## src/rtl/sip_pkg.sv

```systemverilog
`timescale 1ns / 1ps
`default_nettype none
package sip_pkg;

  // Coordinate width and the widths that follow from it.
  localparam int CoordWidth = 12;
  localparam int DW   = CoordWidth + 1;  // signed coordinate difference
  localparam int PW   = 2 * DW;          // product of two differences
  localparam int CPW  = PW + 1;          // cross product
  localparam int DENW = CPW + 1;         // denominator is1 + is2
  localparam int NW   = DW + CPW;        // delta * is1
  localparam int UW   = NW + 11;         // scaled numerator and divider working width
  localparam int QW   = CoordWidth + 1;  // quotient, at most 2^CoordWidth on a crossing
  localparam int SW   = CoordWidth + 2;  // signed sum before clamping

  // Rounding scales: one half for a non-negative offset, 999/1000 for a negative one.
  localparam logic [UW-1:0] ScaleNeg = UW'(1000);

  typedef logic [CoordWidth-1:0] coord_t;

  // Geometry results handed from the cross-product stages to the scaling stages.
  typedef struct packed {
    logic                   hit;
    logic signed [DENW-1:0] den;
    logic signed [CPW-1:0]  is1;
    logic signed [DW-1:0]   adx;
    logic signed [DW-1:0]   ady;
    coord_t                 asx;
    coord_t                 asy;
  } geom_t;

  // One lane of the restoring divider.
  typedef struct packed {
    logic          neg;
    logic [UW-1:0] rem;
    logic [UW-1:0] dvs;
    logic [QW-1:0] quo;
  } lane_t;

  // Beat travelling through the divider.
  typedef struct packed {
    logic   hit;
    coord_t asx;
    coord_t asy;
    lane_t  x;
    lane_t  y;
  } div_t;

endpackage
`default_nettype wire

```

## src/rtl/sip_scale.sv

```systemverilog
`timescale 1ns / 1ps
`default_nettype none
module sip_scale (
  input  wire logic           clk,
  input  wire logic           rst,
  input  wire logic           in_valid,
  output logic                in_ready,
  input  wire sip_pkg::geom_t in_data,
  output logic                out_valid,
  input  wire logic           out_ready,
  output sip_pkg::div_t       out_data
);

  logic st4_valid, st5_valid, st6_valid;
  logic rdy4, rdy5, rdy6;

  assign rdy6      = !st6_valid || out_ready;
  assign rdy5      = !st5_valid || rdy6;
  assign rdy4      = !st4_valid || rdy5;
  assign in_ready  = rdy4;
  assign out_valid = st6_valid;

  // Stage four: numerators delta * is1 for both axes.
  logic signed [sip_pkg::NW-1:0]   nx, ny;
  logic signed [sip_pkg::DENW-1:0] s4_den;
  logic                            s4_hit;
  sip_pkg::coord_t                 s4_asx, s4_asy;

  always_ff @(posedge clk) begin
    if (rst) begin
      st4_valid <= 1'b0;
    end else if (rdy4) begin
      st4_valid <= in_valid;
    end
    if (rdy4) begin
      nx     <= in_data.adx * in_data.is1;
      ny     <= in_data.ady * in_data.is1;
      s4_den <= in_data.den;
      s4_hit <= in_data.hit;
      s4_asx <= in_data.asx;
      s4_asy <= in_data.asy;
    end
  end

  // Stage five: magnitudes, with the sign of the quotient taken apart.
  logic                   s5_negx, s5_negy, s5_hit;
  logic [sip_pkg::NW-1:0]   s5_nx, s5_ny;
  logic [sip_pkg::DENW-1:0] s5_d;
  sip_pkg::coord_t        s5_asx, s5_asy;

  always_ff @(posedge clk) begin
    if (rst) begin
      st5_valid <= 1'b0;
    end else if (rdy5) begin
      st5_valid <= st4_valid;
    end
    if (rdy5) begin
      s5_negx <= (nx[sip_pkg::NW-1] ^ s4_den[sip_pkg::DENW-1]) && (nx != '0);
      s5_negy <= (ny[sip_pkg::NW-1] ^ s4_den[sip_pkg::DENW-1]) && (ny != '0);
      s5_nx   <= nx[sip_pkg::NW-1] ? sip_pkg::NW'(-nx) : sip_pkg::NW'(nx);
      s5_ny   <= ny[sip_pkg::NW-1] ? sip_pkg::NW'(-ny) : sip_pkg::NW'(ny);
      s5_d    <= s4_den[sip_pkg::DENW-1] ? sip_pkg::DENW'(-s4_den) : sip_pkg::DENW'(s4_den);
      s5_hit  <= s4_hit;
      s5_asx  <= s4_asx;
      s5_asy  <= s4_asy;
    end
  end

  // Stage six: rounding folded into numerator and divisor.
  // Non-negative: floor((2n + d) / 2d). Negative: -floor((1000n + d - 1) / 1000d).
  logic [sip_pkg::UW-1:0] ux_pos, uy_pos, ux_neg, uy_neg, v_pos, v_neg;

  assign ux_pos = sip_pkg::UW'({s5_nx, 1'b0}) + sip_pkg::UW'(s5_d);
  assign uy_pos = sip_pkg::UW'({s5_ny, 1'b0}) + sip_pkg::UW'(s5_d);
  assign ux_neg = sip_pkg::UW'(sip_pkg::UW'(s5_nx) * sip_pkg::ScaleNeg)
                  + sip_pkg::UW'(s5_d) - sip_pkg::UW'(1);
  assign uy_neg = sip_pkg::UW'(sip_pkg::UW'(s5_ny) * sip_pkg::ScaleNeg)
                  + sip_pkg::UW'(s5_d) - sip_pkg::UW'(1);
  assign v_pos  = sip_pkg::UW'({s5_d, 1'b0});
  assign v_neg  = sip_pkg::UW'(sip_pkg::UW'(s5_d) * sip_pkg::ScaleNeg);

  always_ff @(posedge clk) begin
    if (rst) begin
      st6_valid <= 1'b0;
    end else if (rdy6) begin
      st6_valid <= st5_valid;
    end
    if (rdy6) begin
      out_data.hit   <= s5_hit;
      out_data.asx   <= s5_asx;
      out_data.asy   <= s5_asy;
      out_data.x.neg <= s5_negx;
      out_data.x.rem <= s5_negx ? ux_neg : ux_pos;
      out_data.x.dvs <= s5_negx ? v_neg : v_pos;
      out_data.x.quo <= '0;
      out_data.y.neg <= s5_negy;
      out_data.y.rem <= s5_negy ? uy_neg : uy_pos;
      out_data.y.dvs <= s5_negy ? v_neg : v_pos;
      out_data.y.quo <= '0;
    end
  end

endmodule
`default_nettype wire

```

## config.mk

```make
export PLATFORM = sky130hd
export DESIGN_NAME = sip_scale
export DESIGN_NICKNAME = d
export VERILOG_FILES = /design/src/rtl/sip_pkg.sv /design/src/rtl/sip_scale.sv
export SDC_FILE = /design/constraint.sdc
export NUM_CORES = 2
export LEC_CHECK = 0
export ABC_AREA = 1
export BUFFER_PORTS_ARGS = -buffer_cell sky130_fd_sc_hd__buf_2
export CAP_MARGIN = 40
export CORE_ASPECT_RATIO = 0.75
export CORE_MARGIN = 4
export CORE_UTILIZATION = 50
export CTS_CLUSTER_SIZE = 20
export DETAILED_ROUTE_END_ITERATION = 16
export PLACE_DENSITY_LB_ADDON = 0.2
export SLEW_MARGIN = 10
export SYNTH_ARGS = -nofsm -noshare
export SYNTH_HDL_FRONTEND = slang
export SYNTH_SLANG_ARGS = --single-unit
```

## constraint.sdc

```tcl
create_clock -name clk -period 25.7 [get_ports clk]
set_input_delay 2.57 -clock clk [delete_from_list [all_inputs] [get_ports clk]]
set_output_delay 2.57 -clock clk [all_outputs]
set_load 0.02 [all_outputs]
```

Yosys cells after proc, flatten, opt, wreduce, memory -nomap -nowiden
Cells that the tools add are included.
{ "word_totals": {"reg_bits": 502, "out_inout_bits": 259, "word_cells": 66} }
{ "classes": {"n_addsub": 9, "mul": 5, "mux": 7, "bitwise_logic": 2, "reduce_logical": 10} }
{ "ops": {"columns": ["op", "count"], "rows": [
  ["adder 50 x 28 -> 51 bit", 2],
  ["2-to-1 mux 51 bit", 2],
  ["subtractor 51 x 1 -> 51 bit (second input constant)", 2],
  ["multiplier 40 x 7 -> 47 bit (second input constant)", 2],
  ["adder 41 x 28 -> 42 bit", 2],
  ["multiplier 13 x 27 -> 40 bit", 2],
  ["negator 40 bit", 2],
  ["nonzero test 40 bit", 2],
  ["2-to-1 mux 39 bit", 2],
  ["2-to-1 mux 29 bit", 2],
  ["multiplier 28 x 7 -> 35 bit (second input constant)", 1],
  ["negator 28 bit", 1],
  ["2-to-1 mux 27 bit", 1],
  ["logical NOT 1 bit", 3],
  ["logical OR 1 bit", 3],
  ["logical AND 1 bit", 2],
  ["XOR 1 bit", 2]
]} }

Depth between registers and ports, before layout
{ "depth": {"depth_word": 4, "ltp_mapped": 37, "mapped_depth_nobuf": 37} }

Worst setup path before layout
No wires, ideal clock.
{ "synth_timing": {"kind": "in2out", "start": "input out_ready", "end": "output in_ready", "arrival_time_ns": 10.239, "path_slack_ns": 12.891, "path_stages": 4, "path_buffers": 0, "cell_sequence": "inv_1 nand2_1 nor2_1 nand2_1"} }
{ "synth_via": {"elab_chain_len": 3} }
{ "synth_lines": {"columns": ["item", "line", "text"], "rows": [
  ["from (decl)", "sip_scale.sv:10", "input wire logic out_ready,"],
  ["logical OR 1 bit", "sip_scale.sv:17", "assign rdy6 = !st6_valid || out_ready;"],
  ["named net rdy6", "sip_scale.sv:15", "logic rdy4, rdy5, rdy6;"],
  ["logical OR 1 bit", "sip_scale.sv:18", "assign rdy5 = !st5_valid || rdy6;"],
  ["logical OR 1 bit", "sip_scale.sv:19", "assign rdy4 = !st4_valid || rdy5;"],
  ["to (decl)", "sip_scale.sv:7", "output logic in_ready,"]
]} }
The timed path passes the listed nets, and every way through them passes these cells.

Worst setup path in the final report
{ "layout_timing": {"start": "input in_data[68] in the netlist's numbering", "end": "register ny[32] in the netlist's numbering (data pin)"} }
{ "layout_via": {"elab_chain_len": 1} }
{ "layout_lines": {"columns": ["item", "line", "text"], "rows": [
  ["from (decl)", "sip_scale.sv:8", "input wire sip_pkg::geom_t in_data,"],
  ["multiplier 13 x 27 -> 40 bit", "sip_scale.sv:37", "ny <= in_data.ady * in_data.is1;"],
  ["to (signal assigned)", "sip_scale.sv:37", null],
  ["to (decl)", "sip_scale.sv:24", "logic signed [sip_pkg::NW-1:0] nx, ny;"]
]} }
Every way passes these cells.
A chain may end at the register's enable or synchronous reset.

==> run summary <==
The data arrival time of the worst path is 8.51 ns. In the finished design, the share of the clock period the worst path needs comes to about a third. The remaining global-route overflow came out at 0. The final hold violation count came to 0. Yosys printed 0 warnings.

The number of global-route vias before repair is about 56,000. The final antenna-violating net count came out at 0. The area inside the core boundary is between 100,000 and 150,000 um^2. Setup total negative slack on the finished layout was measured at 0 ns.

The number of synthesized flops with an enable pin came out at roughly 470. The clock insertion delay at the later pin of the skew report is 0.70 ns. The number of antenna violations at the first check in global routing was 14. Counting every instance in the synthesized netlist gives roughly 8,400. The worst setup path is of the in -> reg kind. Counting the fill cells in the layout gives approximately 13,000. Static timing analysis puts the maximum clock frequency at roughly 120 MHz.

The wire length per cell after detailed routing is slightly below 20 um. The storage element area came out at approximately 14,000 um^2. In the final layout, the multi-input gates occupy ~49,000 um^2. The number of hold buffers added after cts is 0. The required arrival time at the worst endpoint came out at around 26 ns. The share of async-settable or async-resettable flops after synthesis came out at 0%. The run finished with clean final reports. The DRC violation count after routing is 0. The setup clock skew after layout came out at about 0.074 ns.

The number of setup buffers added after CTS is 0. At the end of routability-driven placement, the weighted congestion stood at ~0.96. The area enclosed by the die boundary came out at 149,100 um^2.

The starting utilization of the core area came out at 50.62%. The H-tree depth reported by CTS is 2. The worst hold margin came out at just over 0.4 ns.

Setup repair after global routing left no endpoint under its margin. The floorplan step set the die height to about 340 um. The cell sitting at the root of the clock tree is a clkbuf_16. The number of max-slew violations in the final report came out at 0. The violation count after the first detailed-routing iteration is approximately 4,800. The number of clock buffers added by TritonCTS is between 50 and 60. The post-DP HPWL is between 150,000 and 200,000 um. The relative area change from synthesis to final layout came out at 7.359%. The count of different cell masters after synthesis came out at between 60 and 70. For this run, the leading register cell type out of synthesis is edfxtp_1. The horizontal die dimension came out at 444.5 um. Summing every instance area after synthesis gives 71,460 um^2. The TritonCTS clock tree is built. The global-route wire length before repair came out at approximately 320,000 um. After clock tree synthesis, the clock-pin slew on the worst setup and hold paths is 0.06 ns. The detailed-route wire length is between 200,000 and 250,000 um.

The count of input and output buffers is 314. Synthesis inferred about 470 register bits. The number of max-cap violations is 0. In this run the tightest slew margin relative to its limit is ~37%. The number of iterations in the first detailed-routing pass came out at 6. The number of setup violations in the final report is 0. The final layout net count came out at roughly 10,000. The mean number of vias per cell came out at between 5 and 6. Entering global routing, the biggest net connects 73 pins. The total of cells resized after clock tree synthesis is 0.

The worst min-delay path class is reg -> reg. The post-synthesis sequential area ratio came out at approximately a fifth. The total vias in the final route is around 56,000. The share of layout cells above drive strength 1 is roughly 6.4%.

Clock tree synthesis found a total of roughly 470 sinks. The boundary pin count is roughly 370. The critical-path maximum fanout is 25.

Global routing consumed, over all layers together, 27.88% of the routing resources. The final critical path time including I/O delays and setup came out at slightly above 8 ns. The nature of the critical path startpoint is an input pin. The mean instance size in the synthesized netlist is around 8.5 um^2.

After floorplanning, the core was divided into around 120 placement rows. The maximum count of clock buffers along a single path came out at 3. The transition time of the tightest slew-check pin came out at 0.9288 ns. STA classifies the critical path endpoint as a flop.
==> cell usage in the layout (no fill, tap or decap), types with 39 or more instances in the layout <==
master,n
o21ai_1,41
clkbuf_16,52
nand3_1,144
nand2_1,1649
a31oi_1,69
ha_1,668
buf_2,318
conb_1,54
edfxtp_1,471
inv_1,2010
xor2_1,214
a21o_1,39
nor3_1,49
xnor2_1,127
nor2_1,472
fa_1,1037
o21ai_0,368
a21oi_1,498
==> cells by family after synthesis <==
| group | count (synthesis) | synth area share (%) |
|---|---|---|
| adders and majority gates | 1705 | 40.75 |
| AOI/OAI and AO/OA | 1156 | 8.972 |
| DFF | 474 | 19.88 |
| buffers and inverters | 2272 | 12.23 |
| xor gates and xnor gates | 341 | 4.180 |
| and+or+nand+nor | 2463 | 13.97 |
| other | 1 | 0.005248 |
| muxes | 1 | 0.01576 |
==> path summary, 6_finish.rpt <==
kind / slack, ns / endpoint / cells past startpoint / from
worst max-delay path: 17.56 / ny[32]$_DFFE_PP_ / 21 / in_data[68]
worst min-delay path: 0.42 / out_data[249]$_DFFE_PP_ / 0 / s5_asx[5]$_DFFE_PP_
worst max register to register: 17.83 / out_data[113]$_SDFFCE_PN0P_ / 31 / s5_ny[19]$_DFFE_PP_
worst min register to register: 0.42 / out_data[249]$_DFFE_PP_ / 0 / s5_asx[5]$_DFFE_PP_
==> worst max-delay path: stages <==
cell	delay, ns
buf_2	0.51
nand2_1	0.17
fa_1	0.57
inv_1	0.05
fa_1	0.47
fa_1	0.51
inv_1	0.05
fa_1	0.52
inv_1	0.05
fa_1	0.43
ha_1	0.29
ha_1	0.34
a21o_1	0.19
a31oi_1	0.25
nand2_1	0.11
a211oi_1	0.56
o21ai_0	0.26
a21oi_1	0.26
inv_1	0.08
a21oi_1	0.18
xnor2_1	0.09
==> routing by layer <==
| layer | global-route usage [%] | vias to the layer above | wire [um] |
|---|---|---|---|
| met2 | 41.79 | 1906 | 87660 |
| met4 | 7.532 | 4 | 6451 |
| li1 | - | 26362 | - |
| met5 | 0 | - | 33 |
| met3 | 3.252 | 232 | 15570 |
| met1 | 42.84 | 27318 | 96370 |
==> through the flow <==
stage	cell area, um^2	utilization, %	std cells	worst slack, ns
3_3_place_gp	74660	52.89	10430	17.08
5_1_grt	76710	54.34	10547	17.19
6_report	76720	54.35	10551	17.56
2_1_floorplan	71660	-	8466	12.89
4_1_cts	76640	54.30	10541	17.64
3_5_place_dp	74940	53.09	10444	16.96
==> layout make-up <==
type                    instances  share of cell area, %
well taps                    1875                  3.058
multi-input cells            5720                  63.52
clock buffers                  58                  1.739
clock inverters                39                 0.4844
inverters                    2016                  9.870
repair buffers                361                  2.789
diodes                          8                0.02610
flip-flops and latches        474                  18.51
==> cell usage after synthesis, drive strengths merged (22+ instances only) <==
| cell type | n | share of area, % |
|---|---|---|
| nor2 | 482 | 2.6 |
| o21bai | 28 | 0.31 |
| inv | 2015 | 11 |
| xor2 | 214 | 2.6 |
| o21ai | 417 | 3.0 |
| ha | 668 | 12 |
| xnor2 | 127 | 1.6 |
| edfxtp | 471 | 20 |
| a21oi | 505 | 3.6 |
| clkbuf | 190 | 1.0 |
| buf | 66 | 0.64 |
| nand2 | 1682 | 9.0 |
| nand3 | 153 | 1.1 |
| fa | 1037 | 29 |
| a31oi | 70 | 0.62 |
| nor4 | 22 | 0.19 |
| a21o | 39 | 0.41 |
| nor3 | 53 | 0.41 |
| nand4 | 38 | 0.33 |
==> flip-flops by register name, indices dropped and copies added (netlist names) <==
signal     cells
s4_asy        12
st5_valid      1
s5_asx        12
out_valid      1
s4_asx        12
s5_asy        12
out_data     203
nx            40
s5_ny         40
st4_valid      1
s5_nx         40
s5_negy        1
s4_hit         1
s4_den        28
ny            40
s5_negx        1
s5_hit         1
s5_d          28
Power is left out: the tool's default activity adds up to more than one toggle a clock period on the data nets, which glitch-free logic cannot reach.
