--- src/rtl/sip_pkg.sv ---
`timescale 1ns / 1ps
`default_nettype none
package sip_pkg;

  // Coordinate width and the widths that follow from it.
  localparam int CoordWidth = 12;
  localparam int DW   = CoordWidth + 1;  // signed coordinate difference
  localparam int PW   = 2 * DW;          // product of two differences
  localparam int CPW  = PW + 1;          // cross product
  localparam int DENW = CPW + 1;         // denominator is1 + is2
  localparam int NW   = DW + CPW;        // delta * is1
  localparam int UW   = NW + 11;         // scaled numerator and divider working width
  localparam int QW   = CoordWidth + 1;  // quotient, at most 2^CoordWidth on a crossing
  localparam int SW   = CoordWidth + 2;  // signed sum before clamping

  // Rounding scales: one half for a non-negative offset, 999/1000 for a negative one.
  localparam logic [UW-1:0] ScaleNeg = UW'(1000);

  typedef logic [CoordWidth-1:0] coord_t;

  // Geometry results handed from the cross-product stages to the scaling stages.
  typedef struct packed {
    logic                   hit;
    logic signed [DENW-1:0] den;
    logic signed [CPW-1:0]  is1;
    logic signed [DW-1:0]   adx;
    logic signed [DW-1:0]   ady;
    coord_t                 asx;
    coord_t                 asy;
  } geom_t;

  // One lane of the restoring divider.
  typedef struct packed {
    logic          neg;
    logic [UW-1:0] rem;
    logic [UW-1:0] dvs;
    logic [QW-1:0] quo;
  } lane_t;

  // Beat travelling through the divider.
  typedef struct packed {
    logic   hit;
    coord_t asx;
    coord_t asy;
    lane_t  x;
    lane_t  y;
  } div_t;

endpackage
`default_nettype wire

--- src/rtl/sip_if.sv ---
`timescale 1ns / 1ps
`default_nettype none
// Segment pair channel.
interface sip_in_if;
  logic            valid;
  logic            ready;
  sip_pkg::coord_t a_start_x;
  sip_pkg::coord_t a_start_y;
  sip_pkg::coord_t a_end_x;
  sip_pkg::coord_t a_end_y;
  sip_pkg::coord_t b_start_x;
  sip_pkg::coord_t b_start_y;
  sip_pkg::coord_t b_end_x;
  sip_pkg::coord_t b_end_y;

  modport source (
    output valid, a_start_x, a_start_y, a_end_x, a_end_y,
    output b_start_x, b_start_y, b_end_x, b_end_y,
    input  ready
  );
  modport sink (
    input  valid, a_start_x, a_start_y, a_end_x, a_end_y,
    input  b_start_x, b_start_y, b_end_x, b_end_y,
    output ready
  );
endinterface

`default_nettype wire

--- src/rtl/sip_geom.sv ---
`timescale 1ns / 1ps
`default_nettype none
module sip_geom (
  input  wire logic          clk,
  input  wire logic          rst,
  sip_in_if.sink             seg,
  output logic               out_valid,
  input  wire logic          out_ready,
  output sip_pkg::geom_t     out_data
);

  logic st1_valid, st2_valid, st3_valid;
  logic rdy1, rdy2, rdy3;

  // Each stage moves on when it is empty or the next one takes its beat.
  assign rdy3      = !st3_valid || out_ready;
  assign rdy2      = !st2_valid || rdy3;
  assign rdy1      = !st1_valid || rdy2;
  assign seg.ready = rdy1;
  assign out_valid = st3_valid;

  // Coordinate differences.
  logic signed [sip_pkg::DW-1:0] adx, ady, bdx, bdy;
  logic signed [sip_pkg::DW-1:0] d_bsx_asx, d_bsy_asy, d_bex_asx, d_bey_asy;
  logic signed [sip_pkg::DW-1:0] d_aex_bsx, d_aey_bsy;

  assign adx       = $signed({1'b0, seg.a_end_x})   - $signed({1'b0, seg.a_start_x});
  assign ady       = $signed({1'b0, seg.a_end_y})   - $signed({1'b0, seg.a_start_y});
  assign bdx       = $signed({1'b0, seg.b_end_x})   - $signed({1'b0, seg.b_start_x});
  assign bdy       = $signed({1'b0, seg.b_end_y})   - $signed({1'b0, seg.b_start_y});
  assign d_bsx_asx = $signed({1'b0, seg.b_start_x}) - $signed({1'b0, seg.a_start_x});
  assign d_bsy_asy = $signed({1'b0, seg.b_start_y}) - $signed({1'b0, seg.a_start_y});
  assign d_bex_asx = $signed({1'b0, seg.b_end_x})   - $signed({1'b0, seg.a_start_x});
  assign d_bey_asy = $signed({1'b0, seg.b_end_y})   - $signed({1'b0, seg.a_start_y});
  assign d_aex_bsx = $signed({1'b0, seg.a_end_x})   - $signed({1'b0, seg.b_start_x});
  assign d_aey_bsy = $signed({1'b0, seg.a_end_y})   - $signed({1'b0, seg.b_start_y});

  // Stage one: the eight products of the four cross products.
  logic signed [sip_pkg::PW-1:0] prod [8];
  logic signed [sip_pkg::DW-1:0] s1_adx, s1_ady;
  sip_pkg::coord_t               s1_asx, s1_asy;

  always_ff @(posedge clk) begin
    if (rst) begin
      st1_valid <= 1'b0;
    end else if (rdy1) begin
      st1_valid <= seg.valid;
    end
    if (rdy1) begin
      prod[0] <= d_bsx_asx * ady;
      prod[1] <= d_bsy_asy * adx;
      prod[2] <= d_bex_asx * ady;
      prod[3] <= d_bey_asy * adx;
      prod[4] <= d_bsx_asx * bdy;
      prod[5] <= d_bsy_asy * bdx;
      prod[6] <= d_aex_bsx * bdy;
      prod[7] <= d_aey_bsy * bdx;
      s1_adx  <= adx;
      s1_ady  <= ady;
      s1_asx  <= seg.a_start_x;
      s1_asy  <= seg.a_start_y;
    end
  end

  // Stage two: side tests of B against A (v1, v2) and of A against B (m1, m2).
  logic signed [sip_pkg::CPW-1:0] v1, v2, m1, m2;
  logic signed [sip_pkg::DW-1:0]  s2_adx, s2_ady;
  sip_pkg::coord_t                s2_asx, s2_asy;

  always_ff @(posedge clk) begin
    if (rst) begin
      st2_valid <= 1'b0;
    end else if (rdy2) begin
      st2_valid <= st1_valid;
    end
    if (rdy2) begin
      v1     <= sip_pkg::CPW'(prod[0]) - sip_pkg::CPW'(prod[1]);
      v2     <= sip_pkg::CPW'(prod[2]) - sip_pkg::CPW'(prod[3]);
      m1     <= sip_pkg::CPW'(prod[5]) - sip_pkg::CPW'(prod[4]);
      m2     <= sip_pkg::CPW'(prod[6]) - sip_pkg::CPW'(prod[7]);
      s2_adx <= s1_adx;
      s2_ady <= s1_ady;
      s2_asx <= s1_asx;
      s2_asy <= s1_asy;
    end
  end

  // Stage three: crossing decision and denominator. is1 equals -m1 and is2 equals m2.
  logic v_same, m_same;
  logic signed [sip_pkg::DENW-1:0] den;

  assign v_same = (!v1[sip_pkg::CPW-1] && (v1 != '0) && !v2[sip_pkg::CPW-1] && (v2 != '0)) ||
                  (v1[sip_pkg::CPW-1] && v2[sip_pkg::CPW-1]);
  assign m_same = (!m1[sip_pkg::CPW-1] && (m1 != '0) && !m2[sip_pkg::CPW-1] && (m2 != '0)) ||
                  (m1[sip_pkg::CPW-1] && m2[sip_pkg::CPW-1]);
  assign den    = sip_pkg::DENW'(m2) - sip_pkg::DENW'(m1);

  always_ff @(posedge clk) begin
    if (rst) begin
      st3_valid <= 1'b0;
    end else if (rdy3) begin
      st3_valid <= st2_valid;
    end
    if (rdy3) begin
      out_data.hit <= !v_same && !m_same && (den != '0);
      out_data.den <= den;
      out_data.is1 <= -m1;
      out_data.adx <= s2_adx;
      out_data.ady <= s2_ady;
      out_data.asx <= s2_asx;
      out_data.asy <= s2_asy;
    end
  end

  // A denominator of zero never reaches the divider as a crossing.
  a_no_zero_den: assert property (@(posedge clk) disable iff (rst)
    st3_valid && out_data.hit |-> out_data.den != '0)
    else $error("crossing flagged with zero denominator");

endmodule
`default_nettype wire

--- src/flat_wrapper.sv ---
// flat-port wrapper written by rule: the top's interface ports become plain ports
module sip_geom_flat 
  (clk, rst, out_valid, out_ready, out_data, seg_valid, seg_a_start_x, seg_a_start_y, seg_a_end_x, seg_a_end_y, seg_b_start_x, seg_b_start_y, seg_b_end_x, seg_b_end_y, seg_ready);
  sip_in_if seg_i ();
  input  wire logic clk;
  input  wire logic rst;
  output logic out_valid;
  input  wire logic out_ready;
  output sip_pkg::geom_t out_data;
  input wire logic [$bits(seg_i.valid)-1:0] seg_valid;
  input wire logic [$bits(seg_i.a_start_x)-1:0] seg_a_start_x;
  input wire logic [$bits(seg_i.a_start_y)-1:0] seg_a_start_y;
  input wire logic [$bits(seg_i.a_end_x)-1:0] seg_a_end_x;
  input wire logic [$bits(seg_i.a_end_y)-1:0] seg_a_end_y;
  input wire logic [$bits(seg_i.b_start_x)-1:0] seg_b_start_x;
  input wire logic [$bits(seg_i.b_start_y)-1:0] seg_b_start_y;
  input wire logic [$bits(seg_i.b_end_x)-1:0] seg_b_end_x;
  input wire logic [$bits(seg_i.b_end_y)-1:0] seg_b_end_y;
  output wire logic [$bits(seg_i.ready)-1:0] seg_ready;
  assign seg_i.valid = seg_valid;
  assign seg_i.a_start_x = seg_a_start_x;
  assign seg_i.a_start_y = seg_a_start_y;
  assign seg_i.a_end_x = seg_a_end_x;
  assign seg_i.a_end_y = seg_a_end_y;
  assign seg_i.b_start_x = seg_b_start_x;
  assign seg_i.b_start_y = seg_b_start_y;
  assign seg_i.b_end_x = seg_b_end_x;
  assign seg_i.b_end_y = seg_b_end_y;
  assign seg_ready = seg_i.ready;
  sip_geom u_core (.clk(clk), .rst(rst), .seg(seg_i), .out_valid(out_valid), .out_ready(out_ready), .out_data(out_data));
endmodule
--- config.mk ---
export PLATFORM = sky130hd
export DESIGN_NAME = sip_geom_flat
export DESIGN_NICKNAME = d
export VERILOG_FILES = /design/src/rtl/sip_pkg.sv /design/src/rtl/sip_if.sv /design/src/rtl/sip_geom.sv /design/src/flat_wrapper.sv
export SDC_FILE = /design/constraint.sdc
export NUM_CORES = 2
export LEC_CHECK = 0
export BUFFER_PORTS_ARGS = -buffer_cell sky130_fd_sc_hd__clkbuf_2
export CORE_MARGIN = 5
export CORE_UTILIZATION = 60
export CTS_CLUSTER_SIZE = 40
export DETAILED_ROUTE_END_ITERATION = 7
export PLACE_DENSITY = 0.82
export SYNTH_ARGS = -nofsm -noshare
export SYNTH_HDL_FRONTEND = slang
export SYNTH_SLANG_ARGS = --single-unit
--- constraint.sdc ---
create_clock -name clk -period 14.8 [get_ports clk]
set_clock_uncertainty 0.1 [all_clocks]
set_input_delay 2.96 -clock clk [delete_from_list [all_inputs] [get_ports clk]]
set_output_delay 2.96 -clock clk [all_outputs]
set_load 0.01 [all_outputs]
# Word-level counts from Yosys, hierarchy flattened
# Memory sizes are Yosys's and may differ from the RTL's.
# Cells that the tools add are included.
[word_totals]
memories = 1
ramBits = 208
elab_cells = 78
reg_bits = 317
[classes]
mux = 2
n_mul = 8
n_reduce_logical = 29
n_addsub = 16
[memory_table]
columns = ["memory", "words", "width", "rd", "rd_clocked_by_memory_dff", "wr", "line_no", "text"]
rows = [
  ["u_core.prod", 8, 26, 8, 0, 8, "sip_geom.sv:39", "logic signed [sip_pkg::PW-1:0] prod [8];"],
]
[op_table]
columns = ["op", "count"]
rows = [
  ["$mul 13x13->26", 8],
  ["$sub 12x12->13", 10],
  ["$reduce_bool 27->1", 4],
  ["$sub 26x26->27", 4],
  ["$reduce_bool 28->1", 1],
  ["$sub 27x27->28", 1],
  ["$neg 27->27", 1],
  ["$logic_and 1x1->1", 10],
  ["$logic_not 1->1", 9],
  ["$logic_or 1x1->1", 5],
  ["$mux 1", 2],
]

# Depth between registers and ports, before layout
[logic_depth]
depth_word = 8
ltp_mapped = 37
mapped_depth_nobuf = 36

# Least setup slack after synthesis
# No wires, ideal clock.
[synth_timing]
path_type = "input to output"
from = "input out_ready"
to = "output seg_ready"
path_stages = 3
t_arrival_ps = 8655
slack_ps = 3085
required_ps = 11740
cell_sequence = "nor2b_1 -> and2_1 -> nand2_1"
[synth_between]
elab_chain_cells = 3
[synth_rtl]
columns = ["element", "line_no", "text"]
rows = [
  ["start: declaration", "flat_wrapper.sv:8", "input wire logic out_ready;"],
  ["$logic_or 1x1->1", "sip_geom.sv:16", "assign rdy3 = !st3_valid || out_ready;"],
  ["$logic_or 1x1->1", "sip_geom.sv:17", "assign rdy2 = !st2_valid || rdy3;"],
  ["$logic_or 1x1->1", "sip_geom.sv:18", "assign rdy1 = !st1_valid || rdy2;"],
  ["end: declaration", "flat_wrapper.sv:19", "output wire logic [$bits(seg_i.ready)-1:0] seg_ready;"],
]
# No other way between the ends.

==> flow_metrics.py <==
metrics = {
    "clock_network": {
        "clk_pin_slew_ns": 0.06,
        "cts_buffer_depth": 3,
        "cts_tree": "yes",
        "post_cts_resized": 0,
        "cts_hold_buf": 0,
        "postCtsSetupBuffers": 0,
        "cts_root_buf": "clkbuf_16",
        "numCtsBuffers": 61,
        "h-tree-depth": 2,
        "clock_sinks": 525,
        "clk_latency_ns": 0.69,
    },
    "sta": {
        "hold_viol_final": 0,
        "finalMaxSlewViolations": 0,
        "fin_crit_sh_pct": 81.3,
        "finalSetupViolCount": 0,
        "rsz0062_at_grt": "no",
        "tns_ns": 0,
        "tightest_slew_ns": 1.44,
        "fmax_ghz": 0.0831,
        "period_minus_slack_ns": 12.04,
        "relSlewSlack_pct": 3.71,
    },
    "logic_synthesis": {
        "yosysUniqueCellTypes": 88,
        "syn_area_per_cell_sq_um": 9.87,
        "synth-compound-area-share_pct": 6.32,
        "yosys.area_share.simple_pct": 11.7,
        "ys_ff_latch": 525,
        "synth_warnings": 0,
        "syn_nets": 10033,
        "synthMuxAreaShare_pct": 0.0130,
        "async_flop_share_pct": 0,
        "synth_cells": 7833,
        "synth_edf_count": 522,
        "synth_area_sq_mm": 0.0773,
        "synth.yosys.seq_area_share_pct": 20.4,
        "synth_xor_xnor_area_share_pct": 5.52,
        "synth_top_family_by_area": "adder cells",
        "synthFlopType": "edfxtp_1",
        "synthAdderAreaFrac_pct": 46.8,
    },
    "setup_path": {
        "cp_top_family": "compound AO/OA/AOI/OAI gates",
        "crit_type": "in -> reg",
        "end_kind": "register",
        "slowest_delay_ns": 1.12,
        "regToRegSetupSlack_ns": 10.41,
        "slowest_stage": "xor2_1",
        "path_max_fanout": 12,
        "startpoint_type": "primary input",
        "path_buf_inv": 5,
        "cpMostUsedCell": "fa_1",
        "arrival_ns": 12.37,
        "required_ns": 15.13,
    },
    "place": {
        "place_hpwl_um": 174000,
        "routabilityCongestion": 0.985,
        "portBuffers": 207,
    },
    "status": {
        "status": "finished, final reports clean",
    },
    "global_route": {
        "grt_usage_pct": 32.1,
        "grt.overflow.total": 0,
        "antenna_found_initial": 12,
        "grt_pass1_vias": 60743,
        "grt_pass1_wl_um": 335000,
        "grt_max_degree": 72,
    },
    "floorplanning": {
        "rows": 131,
        "fp.dieArea_sq_mm": 0.136,
        "start_util_pct": 60.5,
        "core_sq_mm": 0.128,
        "die_w_um": 369,
        "ios": 208,
        "die_height_um": 369,
    },
    "routing": {
        "first_pass_iters": 6,
        "vias": 56385,
        "viasPerCell": 5.78,
        "drcViolationCount": 0,
        "postRouteWirelength_um": 214000,
        "antenna_left": 0,
        "drt_iter0_drc": 4602,
        "post_drt_wl_per_cell_um": 21.9,
    },
    "finish": {
        "drive_gt1_share_pct": 6.57,
        "syn_to_final_growth_pct": 7.16,
        "final_nets": 10241,
        "layout_common_cells": "inv_1, fa_1, ha_1, nand2_1, nor2_1",
        "layout_commonest_cell": "inv_1",
    },
    "worst_hold_path": {
        "hold_path.class": "reg -> reg",
    },
    "job": {
        "drv_cap": 0,
    },
}
-- sequential cells by signal, summed over array words and instances (netlist names) --
signal and flops:
u_core.v1 27, u_core.s2_ady 13, u_core.out_data 106, u_core.s2_asy 12, u_core.v2 27, u_core.s1_asy 12, u_core.st2_valid 1, u_core.out_valid 1
u_core.s2_adx 13, u_core.m1 27, u_core.m2 27, u_core.s1_adx 13, u_core.prod 208, u_core.st1_valid 1, u_core.s2_asx 12, u_core.s1_asx 12
u_core.s1_ady 13
-- cells by family after synthesis --
kind of cell,count (synthesis)
buf+inv,1910
mux,1
xor+xnor,484
compound gates,733
flops,525
fa+ha+maj,2100
simple gates,2080
-- cell usage after synthesis, types with 34 or more instances --
master	instances	area share, %
nand2_1	766	3.7
nor2b_1	74	0.60
and2_1	45	0.36
nor3_1	95	0.62
nand2b_1	128	1.0
o21bai_1	41	0.40
o21ai_0	121	0.78
a21o_1	133	1.3
fa_1	1314	34
inv_1	1722	8.4
edfxtp_1	522	20
nand3_1	53	0.34
xor2_1	133	1.5
or2_2	34	0.28
clkbuf_1	153	0.74
nor2_1	765	3.7
xnor2_1	347	3.9
a21oi_1	220	1.4
ha_1	786	13
-- worst paths after layout --
kind                                      start                            end  depth (start not counted)
hold reg to reg      u_core.s1_ady[4]$_DFFE_PP_     u_core.s2_ady[4]$_DFFE_PP_                          0
setup reg to reg  u_core.out_valid$_SDFFE_PP0P_  u_core.prod[0][100]$_DFFE_PP_                          7
hold / removal       u_core.s1_ady[4]$_DFFE_PP_     u_core.s2_ady[4]$_DFFE_PP_                          0
setup / recovery               seg_b_start_x[0]   u_core.prod[0][25]$_DFFE_PP_                         34
-- metrics by stage --
step           instances  area (sq um)  hold slack (ns)  setup WS (ns)  util (%)
2_1_floorplan       7833         77300            0.300           3.09         -
3_3_place_gp        9640         80800            0.301           2.70      63.2
3_5_place_dp        9640         80800            0.305           2.40      63.2
4_1_cts             9750         82800            0.312           3.07      64.8
5_1_grt             9750         82800            0.318           2.22      64.8
6_report            9757         82800            0.311           2.76      64.8
-- worst reg2reg max path: cells and delay by family, from the launching register on --
| kind | cells | cell delay [ns] |
|---|---|---|
| buffers and inverters | 4 | 2.97 |
| flip-flops | 1 | 0.30 |
| AND/OR/NAND/NOR | 3 | 0.55 |
-- layer usage --
| layer | routed length [um] | global-route usage, % | vias to the layer above |
|---|---|---|---|
| li1 | - | - | 24748 |
| met1 | 75900 | 38.6 | 27875 |
| met2 | 97300 | 51.5 | 2979 |
| met3 | 24700 | 9.32 | 771 |
| met4 | 16000 | 19.1 | 12 |
| met5 | 69 | 0 | - |
-- final cells by class --
class / instances / area [sq um]
Antenna cell: 7 / 17.5
Fill cell: 9925 / 45000
Inverter: 1731 / 6510
Sequential cell: 525 / 15700
Clock inverter: 44 / 490
Multi-Input combinational cell: 5398 / 54500
Tap cell: 1662 / 2080
Timing Repair Buffer: 324 / 1910
Clock buffer: 66 / 1550
Power is not shown: default switching activity piles up to over one toggle a cycle in this logic, so the estimate is an artifact.
